===== config.mk =====
export PLATFORM = sky130hd
export DESIGN_NAME = line_gradient_color
export DESIGN_NICKNAME = d
export VERILOG_FILES = /design/src/lgc_pkg.sv /design/src/lgc_queue.sv /design/src/lgc_front.sv /design/src/lgc_back.sv /design/src/line_gradient_color.sv
export VERILOG_INCLUDE_DIRS = /design/src /design/src/src
export SDC_FILE = /design/constraint.sdc
export NUM_CORES = 2
export LEC_CHECK = 0
export CORE_MARGIN = 2
export CORE_UTILIZATION = 55
export CTS_CLUSTER_SIZE = 28
export DETAILED_ROUTE_END_ITERATION = 8
export DONT_BUFFER_PORTS = 1
export GPL_ROUTABILITY_DRIVEN = 0
export PLACE_DENSITY = 0.67
export SKIP_CTS_REPAIR_TIMING = 1
export SLEW_MARGIN = 20
export SYNTH_ARGS = -nofsm -noshare
export SYNTH_HDL_FRONTEND = slang
export SYNTH_SLANG_ARGS = --single-unit

===== constraint.sdc =====
create_clock -name clk -period 68.5 [get_ports clk]
set_clock_uncertainty 0.05 [all_clocks]
set_input_delay 10.275 -clock clk [delete_from_list [all_inputs] [get_ports clk]]
set_output_delay 10.275 -clock clk [all_outputs]
set_load 0.02 [all_outputs]

===== src/assert_macros.svh =====
// assertion macros used by the rtl queue (lgc_queue)
`ifndef ASSERT_MACROS_SVH
`define ASSERT_MACROS_SVH

// property must hold at every clock edge outside reset
`define LGC_ASSERT(lbl, clk, rst_n, prop, msg) \
	lbl: assert property (@(posedge clk) disable iff (!rst_n) (prop)) else $error(msg);

// condition must never be seen outside reset
`define LGC_ASSERT_NEVER(lbl, clk, rst_n, cond, msg) \
	lbl: assert property (@(posedge clk) disable iff (!rst_n) !(cond)) else $error(msg);

`endif


===== src/lgc_pkg.sv =====
// shared types and constants of the line gradient color block
`default_nettype none

package lgc_pkg;

	localparam int FRACTION_BITS_DEF = 16;
	localparam int COLOR_W = 24;
	localparam int CH_W = 8;
	localparam int COORD_W = 16;
	localparam int DIFF_W = 17;
	localparam int MAG_W = 16;
	localparam int MIDQ_DEPTH = 4;
	localparam int OUTQ_DEPTH = 2;

	localparam logic [COLOR_W-1:0] WHITE_COLOR = 24'hFFFFFF;
	localparam logic [COLOR_W-1:0] BLACK_COLOR = 24'h000000;
	localparam logic [CH_W-1:0] CH_MAX = 8'hFF;

	typedef enum logic [1:0] {
		T_DIV   = 2'd0,
		T_ZERO  = 2'd1,
		T_ONE   = 2'd2,
		T_WHITE = 2'd3
	} tcode_t;

	typedef enum logic [1:0] {
		BOOST_NONE  = 2'd0,
		BOOST_RED   = 2'd1,
		BOOST_GREEN = 2'd2,
		BOOST_BLUE  = 2'd3
	} boost_t;

	typedef struct packed {
		logic [COLOR_W-1:0] color_a;
		logic [COLOR_W-1:0] color_b;
		logic signed [COORD_W-1:0] start_x;
		logic signed [COORD_W-1:0] start_y;
		logic signed [COORD_W-1:0] end_x;
		logic signed [COORD_W-1:0] end_y;
		logic signed [COORD_W-1:0] pixel_x;
		logic signed [COORD_W-1:0] pixel_y;
	} in_item_t;

	// classified request handed from front to back
	typedef struct packed {
		logic [COLOR_W-1:0] color_a;
		logic [COLOR_W-1:0] color_b;
		tcode_t code;
		logic [MAG_W-1:0] num;
		logic [MAG_W-1:0] den;
	} fq_item_t;

	// channel times 1.5, truncated, saturated at 255
	function automatic logic [CH_W-1:0] boost_ch(input logic [CH_W-1:0] c);
		logic [CH_W:0] v;
		v = {1'b0, c} + {2'b00, c[CH_W-1:1]};
		return v[CH_W] ? CH_MAX : v[CH_W-1:0];
	endfunction

endpackage

`default_nettype wire


===== src/lgc_queue.sv =====
// small register queue used between the block's parts and at its output
`default_nettype none
`include "assert_macros.svh"

module lgc_queue #(
	parameter int WIDTH = 8,
	parameter int DEPTH = 4
) (
	input  wire logic             clk,
	input  wire logic             arst_n,
	input  wire logic             push,
	input  wire logic [WIDTH-1:0] wdata,
	output logic                  full,
	input  wire logic             pop,
	output logic [WIDTH-1:0]      rdata,
	output logic                  empty
);

	localparam int AW = (DEPTH > 1) ? $clog2(DEPTH) : 1;
	localparam int CW = $clog2(DEPTH + 1);

	logic [WIDTH-1:0] mem_q [DEPTH];
	logic [AW-1:0] wptr_q;
	logic [AW-1:0] rptr_q;
	logic [CW-1:0] count_q;

	function automatic logic [AW-1:0] ptr_next(input logic [AW-1:0] p);
		return (p == AW'(DEPTH - 1)) ? '0 : p + 1'b1;
	endfunction

	always_ff @(posedge clk or negedge arst_n) begin
		if (!arst_n) begin
			wptr_q  <= '0;
			rptr_q  <= '0;
			count_q <= '0;
		end else begin
			if (push) begin
				wptr_q <= ptr_next(wptr_q);
			end
			if (pop) begin
				rptr_q <= ptr_next(rptr_q);
			end
			count_q <= count_q + CW'(push) - CW'(pop);
		end
	end

	always_ff @(posedge clk) begin
		if (push) begin
			mem_q[wptr_q] <= wdata;
		end
	end

	assign rdata = mem_q[rptr_q];
	assign full  = (count_q == CW'(DEPTH));
	assign empty = (count_q == '0);

	`LGC_ASSERT_NEVER(a_push_full, clk, arst_n, push && full, "queue written while full")
	`LGC_ASSERT_NEVER(a_pop_empty, clk, arst_n, pop && empty, "queue read while empty")
	`LGC_ASSERT(a_count, clk, arst_n, count_q <= CW'(DEPTH), "queue fill count past depth")

endmodule

`default_nettype wire


===== src/lgc_front.sv =====
// front end: takes requests, picks the major axis and classifies the fraction
`default_nettype none

module lgc_front (
	input  wire logic             clk,
	input  wire logic             arst_n,
	input  wire logic             push,
	output logic                  full,
	input  wire lgc_pkg::in_item_t in_item,
	output logic                  q_push,
	output lgc_pkg::fq_item_t     q_item,
	input  wire logic             q_full
);

	localparam int DW = lgc_pkg::DIFF_W;
	localparam int MW = lgc_pkg::MAG_W;

	logic adv;

	logic valid_s1;
	logic valid_s2;
	logic [lgc_pkg::COLOR_W-1:0] ca_s1;
	logic [lgc_pkg::COLOR_W-1:0] cb_s1;
	logic black_s1;
	logic signed [DW-1:0] dx_s1;
	logic signed [DW-1:0] dy_s1;
	logic signed [DW-1:0] nx_s1;
	logic signed [DW-1:0] ny_s1;
	lgc_pkg::fq_item_t item_s2;

	logic [MW-1:0] ax;
	logic [MW-1:0] ay;
	logic [MW-1:0] anx;
	logic [MW-1:0] any_y;
	logic use_x;
	logic signed [DW-1:0] num_sel;
	logic signed [DW-1:0] den_sel;
	logic ge_x;
	logic ge_y;
	lgc_pkg::fq_item_t item_nxt;

	function automatic logic [MW-1:0] mag(input logic signed [DW-1:0] v);
		logic signed [DW-1:0] n;
		n = v[DW-1] ? -v : v;
		return n[MW-1:0];
	endfunction

	assign adv  = !(valid_s2 && q_full);
	assign full = !adv;

	always_ff @(posedge clk or negedge arst_n) begin
		if (!arst_n) begin
			valid_s1 <= 1'b0;
			valid_s2 <= 1'b0;
		end else if (adv) begin
			valid_s1 <= push;
			valid_s2 <= valid_s1;
		end
	end

	// stage 1: coordinate differences and the both-black check
	always_ff @(posedge clk) begin
		if (adv) begin
			ca_s1    <= in_item.color_a;
			cb_s1    <= in_item.color_b;
			black_s1 <= (in_item.color_a == lgc_pkg::BLACK_COLOR) &&
				(in_item.color_b == lgc_pkg::BLACK_COLOR);
			dx_s1 <= DW'(in_item.end_x) - DW'(in_item.start_x);
			dy_s1 <= DW'(in_item.end_y) - DW'(in_item.start_y);
			nx_s1 <= DW'(in_item.pixel_x) - DW'(in_item.start_x);
			ny_s1 <= DW'(in_item.pixel_y) - DW'(in_item.start_y);
		end
	end

	// stage 2: magnitudes, axis pick, saturation cases
	always_comb begin
		ax    = mag(dx_s1);
		ay    = mag(dy_s1);
		anx   = mag(nx_s1);
		any_y = mag(ny_s1);
		use_x = ax > ay;
		ge_x  = anx >= ax;
		ge_y  = any_y >= ay;
		num_sel = use_x ? nx_s1 : ny_s1;
		den_sel = use_x ? dx_s1 : dy_s1;

		item_nxt.color_a = ca_s1;
		item_nxt.color_b = cb_s1;
		item_nxt.num     = use_x ? anx : any_y;
		item_nxt.den     = use_x ? ax : ay;
		if (black_s1) begin
			item_nxt.code = lgc_pkg::T_WHITE;
		end else if (den_sel == '0) begin
			item_nxt.code = lgc_pkg::T_ONE;
		end else if ((num_sel != '0) && (num_sel[DW-1] != den_sel[DW-1])) begin
			item_nxt.code = lgc_pkg::T_ZERO;
		end else if (use_x ? ge_x : ge_y) begin
			item_nxt.code = lgc_pkg::T_ONE;
		end else begin
			item_nxt.code = lgc_pkg::T_DIV;
		end
	end

	always_ff @(posedge clk) begin
		if (adv) begin
			item_s2 <= item_nxt;
		end
	end

	assign q_push = valid_s2 && adv;
	assign q_item = item_s2;

endmodule

`default_nettype wire


===== src/lgc_back.sv =====
// back end: pipelined fraction divider, channel blend and boost
`default_nettype none

module lgc_back #(
	parameter int FRACTION_BITS = lgc_pkg::FRACTION_BITS_DEF
) (
	input  wire logic                         clk,
	input  wire logic                         arst_n,
	input  wire logic                         q_empty,
	output logic                              q_pop,
	input  wire lgc_pkg::fq_item_t            q_item,
	input  wire lgc_pkg::boost_t              boost_mode,
	input  wire logic                         o_full,
	output logic                              o_push,
	output logic [lgc_pkg::COLOR_W-1:0]       o_color
);

	localparam int FB = FRACTION_BITS;
	localparam int MW = lgc_pkg::MAG_W;
	localparam int CW = lgc_pkg::CH_W;
	localparam int PW = FB + 11;

	typedef struct packed {
		logic [lgc_pkg::COLOR_W-1:0] color_a;
		logic [lgc_pkg::COLOR_W-1:0] color_b;
		lgc_pkg::tcode_t code;
		logic [MW-1:0] den;
		logic [MW-1:0] rem;
		logic [FB-1:0] quot;
	} div_item_t;

	logic adv;

	logic [FB:0] div_vld_s;
	div_item_t div_s [FB+1];

	logic mul_vld_s;
	lgc_pkg::tcode_t mul_code_s;
	logic [CW-1:0] mul_base_s [3];
	logic signed [PW-1:0] mul_prod_s [3];

	logic [FB:0] t_val;
	logic [CW-1:0] blend_ch [3];
	logic [CW-1:0] out_ch [3];

	assign adv   = !(mul_vld_s && o_full);
	assign q_pop = adv && !q_empty;

	always_ff @(posedge clk or negedge arst_n) begin
		if (!arst_n) begin
			div_vld_s <= '0;
			mul_vld_s <= 1'b0;
		end else if (adv) begin
			div_vld_s <= {div_vld_s[FB-1:0], q_pop};
			mul_vld_s <= div_vld_s[FB];
		end
	end

	// load: remainder starts at the numerator, which is below the denominator for T_DIV requests
	always_ff @(posedge clk) begin
		if (adv) begin
			div_s[0].color_a <= q_item.color_a;
			div_s[0].color_b <= q_item.color_b;
			div_s[0].code    <= q_item.code;
			div_s[0].den     <= q_item.den;
			div_s[0].rem     <= q_item.num;
			div_s[0].quot    <= '0;
		end
	end

	// one quotient bit per stage, restoring division
	for (genvar k = 1; k <= FB; k++) begin : g_div
		logic [MW:0] r2;
		logic ge;
		div_item_t nxt;

		always_comb begin
			r2  = {div_s[k-1].rem, 1'b0};
			ge  = r2 >= {1'b0, div_s[k-1].den};
			nxt = div_s[k-1];
			nxt.rem  = ge ? MW'(r2 - {1'b0, div_s[k-1].den}) : r2[MW-1:0];
			nxt.quot = {div_s[k-1].quot[FB-2:0], ge};
		end

		always_ff @(posedge clk) begin
			if (adv) begin
				div_s[k] <= nxt;
			end
		end
	end

	always_comb begin
		case (div_s[FB].code)
			lgc_pkg::T_ONE:  t_val = {1'b1, {FB{1'b0}}};
			lgc_pkg::T_ZERO: t_val = '0;
			default:         t_val = {1'b0, div_s[FB].quot};
		endcase
	end

	// multiply stage: (end - start) * t per channel
	for (genvar c = 0; c < 3; c++) begin : g_mul
		logic [CW-1:0] s_ch;
		logic [CW-1:0] e_ch;
		logic signed [CW:0] diff;
		logic signed [PW-1:0] sum;

		assign s_ch = div_s[FB].color_a[c*CW +: CW];
		assign e_ch = div_s[FB].color_b[c*CW +: CW];
		assign diff = $signed({1'b0, e_ch}) - $signed({1'b0, s_ch});

		always_ff @(posedge clk) begin
			if (adv) begin
				mul_base_s[c] <= s_ch;
				mul_prod_s[c] <= PW'(diff) * PW'($signed({1'b0, t_val}));
			end
		end

		// sum is never negative, so the top bits are the truncated channel
		assign sum = mul_prod_s[c] + $signed({3'b000, mul_base_s[c], {FB{1'b0}}});
		assign blend_ch[c] = sum[FB+CW-1:FB];
	end

	always_ff @(posedge clk) begin
		if (adv) begin
			mul_code_s <= div_s[FB].code;
		end
	end

	always_comb begin
		out_ch[2] = (boost_mode == lgc_pkg::BOOST_RED) ?
			lgc_pkg::boost_ch(blend_ch[2]) : blend_ch[2];
		out_ch[1] = (boost_mode == lgc_pkg::BOOST_GREEN) ?
			lgc_pkg::boost_ch(blend_ch[1]) : blend_ch[1];
		out_ch[0] = (boost_mode == lgc_pkg::BOOST_BLUE) ?
			lgc_pkg::boost_ch(blend_ch[0]) : blend_ch[0];
		if (mul_code_s == lgc_pkg::T_WHITE) begin
			o_color = lgc_pkg::WHITE_COLOR;
		end else begin
			o_color = {out_ch[2], out_ch[1], out_ch[0]};
		end
	end

	assign o_push = mul_vld_s && !o_full;

endmodule

`default_nettype wire


===== src/line_gradient_color.sv =====
// top level of the line gradient color block
`default_nettype none

// Line gradient color: gives the 24-bit RGB color (red in the top byte) of one
// pixel on a line between two endpoints. Both endpoint colors black gives white.
// Otherwise the position fraction t is taken along the major axis (x when
// |end_x - start_x| > |end_y - start_y|, else y) as unsigned Q1.FRACTION_BITS,
// clamped to 0 before the start and to 1.0 at or past the end or when the
// endpoints coincide on that axis; each channel is start + (end - start) * t,
// truncated, and the channel that boost_mode picks is scaled by 1.5 and
// saturated at 255. Rate: one request per cycle while neither side stalls; both
// sides may stall freely. A result passes through the front stages, the middle
// queue, the divider load stage, the FRACTION_BITS divider stages, the multiply
// stage and the result queue before it shows on the result ports; the divider
// resolves one quotient bit per pipeline stage. boost_mode is written through
// boost_mode_we/boost_mode_wdata and must only change while the block is empty.
module line_gradient_color #(
	parameter int FRACTION_BITS = lgc_pkg::FRACTION_BITS_DEF
) (
	input  wire logic                                clk,
	input  wire logic                                arst_n,
	// request side
	input  wire logic                                push,
	output logic                                     full,
	input  wire logic [lgc_pkg::COLOR_W-1:0]         color_a,
	input  wire logic [lgc_pkg::COLOR_W-1:0]         color_b,
	input  wire logic signed [lgc_pkg::COORD_W-1:0]  start_x,
	input  wire logic signed [lgc_pkg::COORD_W-1:0]  start_y,
	input  wire logic signed [lgc_pkg::COORD_W-1:0]  end_x,
	input  wire logic signed [lgc_pkg::COORD_W-1:0]  end_y,
	input  wire logic signed [lgc_pkg::COORD_W-1:0]  pixel_x,
	input  wire logic signed [lgc_pkg::COORD_W-1:0]  pixel_y,
	// result side
	output logic                                     empty,
	input  wire logic                                pop,
	output logic [lgc_pkg::COLOR_W-1:0]              pixel_color,
	// configuration
	input  wire logic                                boost_mode_we,
	input  wire logic [1:0]                          boost_mode_wdata
);

	lgc_pkg::boost_t boost_mode_q;
	lgc_pkg::in_item_t in_item;

	// front to middle queue
	logic mq_push;
	logic mq_full;
	logic mq_pop;
	logic mq_empty;
	lgc_pkg::fq_item_t mq_wdata;
	lgc_pkg::fq_item_t mq_rdata;

	// back to result queue
	logic oq_push;
	logic oq_full;
	logic [lgc_pkg::COLOR_W-1:0] oq_wdata;

	// boost select register; the user must write it only while idle, the block does not enforce this
	always_ff @(posedge clk or negedge arst_n) begin
		if (!arst_n) begin
			boost_mode_q <= lgc_pkg::BOOST_NONE;
		end else if (boost_mode_we) begin
			boost_mode_q <= lgc_pkg::boost_t'(boost_mode_wdata);
		end
	end

	always_comb begin
		in_item.color_a = color_a;
		in_item.color_b = color_b;
		in_item.start_x = start_x;
		in_item.start_y = start_y;
		in_item.end_x   = end_x;
		in_item.end_y   = end_y;
		in_item.pixel_x = pixel_x;
		in_item.pixel_y = pixel_y;
	end

	// front: axis choice and classification of the fraction
	lgc_front u_front (
		.clk     (clk),
		.arst_n  (arst_n),
		.push    (push),
		.full    (full),
		.in_item (in_item),
		.q_push  (mq_push),
		.q_item  (mq_wdata),
		.q_full  (mq_full)
	);

	// decoupling queue, lets front and back stall independently
	lgc_queue #(
		.WIDTH ($bits(lgc_pkg::fq_item_t)),
		.DEPTH (lgc_pkg::MIDQ_DEPTH)
	) u_midq (
		.clk    (clk),
		.arst_n (arst_n),
		.push   (mq_push),
		.wdata  (mq_wdata),
		.full   (mq_full),
		.pop    (mq_pop),
		.rdata  (mq_rdata),
		.empty  (mq_empty)
	);

	// back: divider pipeline, blend, boost
	lgc_back #(
		.FRACTION_BITS (FRACTION_BITS)
	) u_back (
		.clk        (clk),
		.arst_n     (arst_n),
		.q_empty    (mq_empty),
		.q_pop      (mq_pop),
		.q_item     (mq_rdata),
		.boost_mode (boost_mode_q),
		.o_full     (oq_full),
		.o_push     (oq_push),
		.o_color    (oq_wdata)
	);

	// result queue, holds finished colors while the consumer stalls
	lgc_queue #(
		.WIDTH (lgc_pkg::COLOR_W),
		.DEPTH (lgc_pkg::OUTQ_DEPTH)
	) u_outq (
		.clk    (clk),
		.arst_n (arst_n),
		.push   (oq_push),
		.wdata  (oq_wdata),
		.full   (oq_full),
		.pop    (pop && !empty),
		.rdata  (pixel_color),
		.empty  (empty)
	);

endmodule

`default_nettype wire

==> run metrics <==
multi-input combinational cell area=35200 sq um; status=finished, final reports clean; critical path arrival=2.40 ns; boundary pin count=177; antenna violations before repair=2; Crit. Startpoint=u_midq.count_q[1]; CTS tree=built; post-synthesis area per instance=14.4 sq um; DIE AREA=191000 sq um; CP peak stage delay=0.49 ns; Post-synth ARST share=1.53%; R2R Path End=u_back.mul_prod_s[0][50]; Tot GR Track Use=20.3%; worst hold path type=flip-flop to flip-flop; Critical Setup Path Class=flip-flop to output port; Post-synth EDFFs=2123; drt wl/cell=19.1 um; row cnt=158; critical path peak fanout=22; cell family with most CP delay=simple AND/OR/NAND/NOR gates; Yosys reg bits=2156; # DRC=0; Cells after DPL=9558; core area=186000 sq um; Setup crit start kind=flip-flop; pin count of the biggest net entering global routing=198; achievable frequency=78.6 MHz; relative max-transition margin=26.6%; Layout Nets=8398; global route overflow=0; total wire length=190000 um; Max Slew Vio Count=0; Fillers=13720; Worst path slowest cell=inv_1; Cell Area, Synth=103000 sq um; IO buf count=0; root buffer cell=clkbuf_16; Layout area overhead=10.1%; vias in the first global route=56695; Final period util=18.6%; clock slew at reported path FFs=0.06 ns; Worst-Skew Late Latency=0.86 ns; initial core utilization=55.4%; r2r setup slk=60.25 ns; total negative slack=0 ns; diode count=0; Unique masters post-synth=78; CP Data Required Time=58.18 ns; Ys Warns=0; final setup margin=55.77 ns; most used flip-flop cell after synthesis=edfxtp_1; Gate Count Post-Synth=7142; final number of hold-violating endpoints=0; register area=64600 sq um; # clock sinks=2156; DP Worst Slack=55.79 ns; Synth Net Count=8246; maxcap violations=0; sequential area share after synthesis=62.8%; via count=55001; CTS max path bufs=3; Critical Path Stages=3; CTS buffer count=213; Post-DP HPWL=135000 um; final non-filler cell total=9953; Iteration-0 DRC Markers=3762; final setup violation count=0; htree depth=4; die height=437 um; buffers and inverters on the worst path=1; final worst path period need=12.73 ns; share of post-route cells with drive strength above 1=7.33%; unrepaired setup endpoints after global routing=false; CP Cell Sequence=nor2_1, nand3_4, inv_1; WHS=0.341 ns; critical path capture point type=output port; first-pass GRT wire length=305000 um; r2r worst-path depth=26; via-per-instance ratio=5.53; Die Wd=437 um; CP endpoint=full; DRT Pass-1 Iters=7; worst reg2reg path startpoint=u_back.div_s[0][1651]; Antenna Nets Post-Route=0; Worst-Margin Slew=1.10 ns
==> through the flow <==
step | utilization, % | cell area (sq um)
global placement | 57.1 | 106000
floorplan | - | 103000
CTS | 61.0 | 113000
finish | 61.0 | 113000
global route | 61.0 | 113000
detailed placement | 57.1 | 106000
==> cells in the mapped netlist, types with 11 or more instances <==
| cell | number | area (sq um) |
|---|---|---|
| o21ai_0 | 71 | 355 |
| nand3_1 | 80 | 400 |
| or2_1 | 35 | 219 |
| and3_1 | 30 | 188 |
| o31ai_1 | 36 | 270 |
| edfxtp_1 | 2123 | 63800 |
| a211o_1 | 12 | 105 |
| o2111ai_1 | 13 | 114 |
| a21o_1 | 105 | 788 |
| a21oi_1 | 322 | 1610 |
| nor3_1 | 142 | 711 |
| mux4_2 | 82 | 1850 |
| nand2b_1 | 164 | 1030 |
| o41ai_1 | 29 | 254 |
| dfrtp_1 | 33 | 826 |
| or4_1 | 11 | 82.6 |
| a21boi_1 | 20 | 150 |
| o21bai_1 | 15 | 113 |
| a41o_1 | 23 | 230 |
| and2_1 | 31 | 194 |
| nor4_1 | 16 | 100 |
| or3_1 | 54 | 338 |
| o31a_1 | 15 | 131 |
| a211oi_1 | 24 | 180 |
| clkbuf_1 | 117 | 439 |
| buf_1 | 14 | 52.6 |
| o21ai_1 | 106 | 531 |
| a2111oi_0 | 16 | 140 |
| o21a_1 | 72 | 541 |
| nor2b_1 | 66 | 413 |
| inv_1 | 703 | 2640 |
| nand4_1 | 56 | 350 |
| mux2i_1 | 25 | 250 |
| fa_1 | 344 | 6890 |
| xnor2_1 | 189 | 1660 |
| nor2_1 | 617 | 2320 |
| a31oi_1 | 17 | 106 |
| mux2_2 | 45 | 507 |
| mux2_1 | 80 | 901 |
| ha_1 | 609 | 7620 |
| o211ai_1 | 42 | 315 |
| nand2_1 | 274 | 1030 |
| o311a_1 | 14 | 140 |
| xor2_1 | 144 | 1260 |
| inv_2 | 15 | 56.3 |
==> cell type report <==
cell class,instances,share of cell area [%]
Multi-Input combinational cell,4133,31.0
Tap cell,2480,2.74
Timing Repair Buffer,72,0.509
Clock inverter,137,1.40
Sequential cell,2156,57.0
Inverter,718,2.38
Clock buffer,257,4.91
==> placed cells by master, fill, tap and decap left out, drive strengths merged, types with 177 or more instances in the layout <==
cell type	n
a21oi	323
clkbuf	257
edfxtp	2123
fa	344
ha	609
inv	726
nand2	274
nor2	617
o21ai	177
xnor2	189
==> worst register-to-register path: stages, from the launching register on <==
cell and delay [ns]:
edfxtp_1 0.60, inv_1 0.09, ha_1 0.28, nor2b_1 0.13
o21ai_1 0.18, a21oi_1 0.12, o41ai_1 0.33, xor2_1 0.26
buf_4 0.32, or2_1 0.20, fa_1 0.45, fa_1 0.55
inv_1 0.06, fa_1 0.51, fa_1 0.54, inv_1 0.05
fa_1 0.49, inv_1 0.04, ha_1 0.30, nand4b_1 0.10
or4_1 0.51, a221oi_1 0.68, o31a_1 0.37, o221ai_1 0.21
o21ai_1 0.27, a21oi_1 0.12, xnor2_1 0.15
==> sequential cells by signal, summed over array words and instances (netlist names), 2 cells and up <==
register / cells
u_midq.mem_q: 328
u_front.q_item: 82
u_front.dx_s1: 17
u_back.mul_prod_s: 24
u_back.div_vld_s: 17
u_back.mul_code_s: 2
boost_mode_q: 2
u_outq.mem_q: 48
u_front.nx_s1: 17
u_front.ny_s1: 17
u_front.ca_s1: 24
u_outq.count_q: 2
u_midq.wptr_q: 2
u_front.dy_s1: 17
u_back.mul_base_s: 24
u_front.cb_s1: 24
u_midq.rptr_q: 2
u_midq.count_q: 3
u_back.div_s: 1498
==> cell families (layout without fill, tap and decap cells) <==
family / count (synthesis) / after routing / synth area share [%]
simple gates: 1608 / 1608 / 7.41
flops: 2156 / 2156 / 62.8
mux: 232 / 232 / 3.41
buf+inv: 853 / 1184 / 3.12
compound gates: 1007 / 1007 / 6.37
xor+xnor: 333 / 333 / 2.83
fa+ha+maj: 953 / 953 / 14.1
==> per-layer routing <==
metal  share of wire (%)  track usage (%)  vias to the layer above
met3                 3.7             2.73                      385
li1                    -                -                    26307
met5                   0                0                        -
met1                  40             24.6                    27147
met2                  51             35.4                     1162
met4                 5.2             10.4                        0
==> worst min-delay path by stage <==
stage / startpoint / endpoint / slack (ns) / cells after the start
6_report: u_back.div_s[0][1523] / u_back.div_s[0][1621] / 0.34 / 0
3_3_place_gp: u_back.div_s[0][353] / u_back.div_s[0][451] / 0.35 / 0
5_1_grt: u_back.div_s[0][1469] / u_back.div_s[0][1567] / 0.36 / 0
4_1_cts: u_back.div_s[0][1537] / u_back.div_s[0][1635] / 0.35 / 0
3_5_place_dp: u_back.div_s[0][948] / u_back.div_s[0][1046] / 0.35 / 0
2_1_floorplan: u_back.div_s[0][930] / u_back.div_s[0][1028] / 0.35 / 0
Power is not shown: default switching activity piles up to over one toggle a cycle in this logic, so the estimate is an artifact.
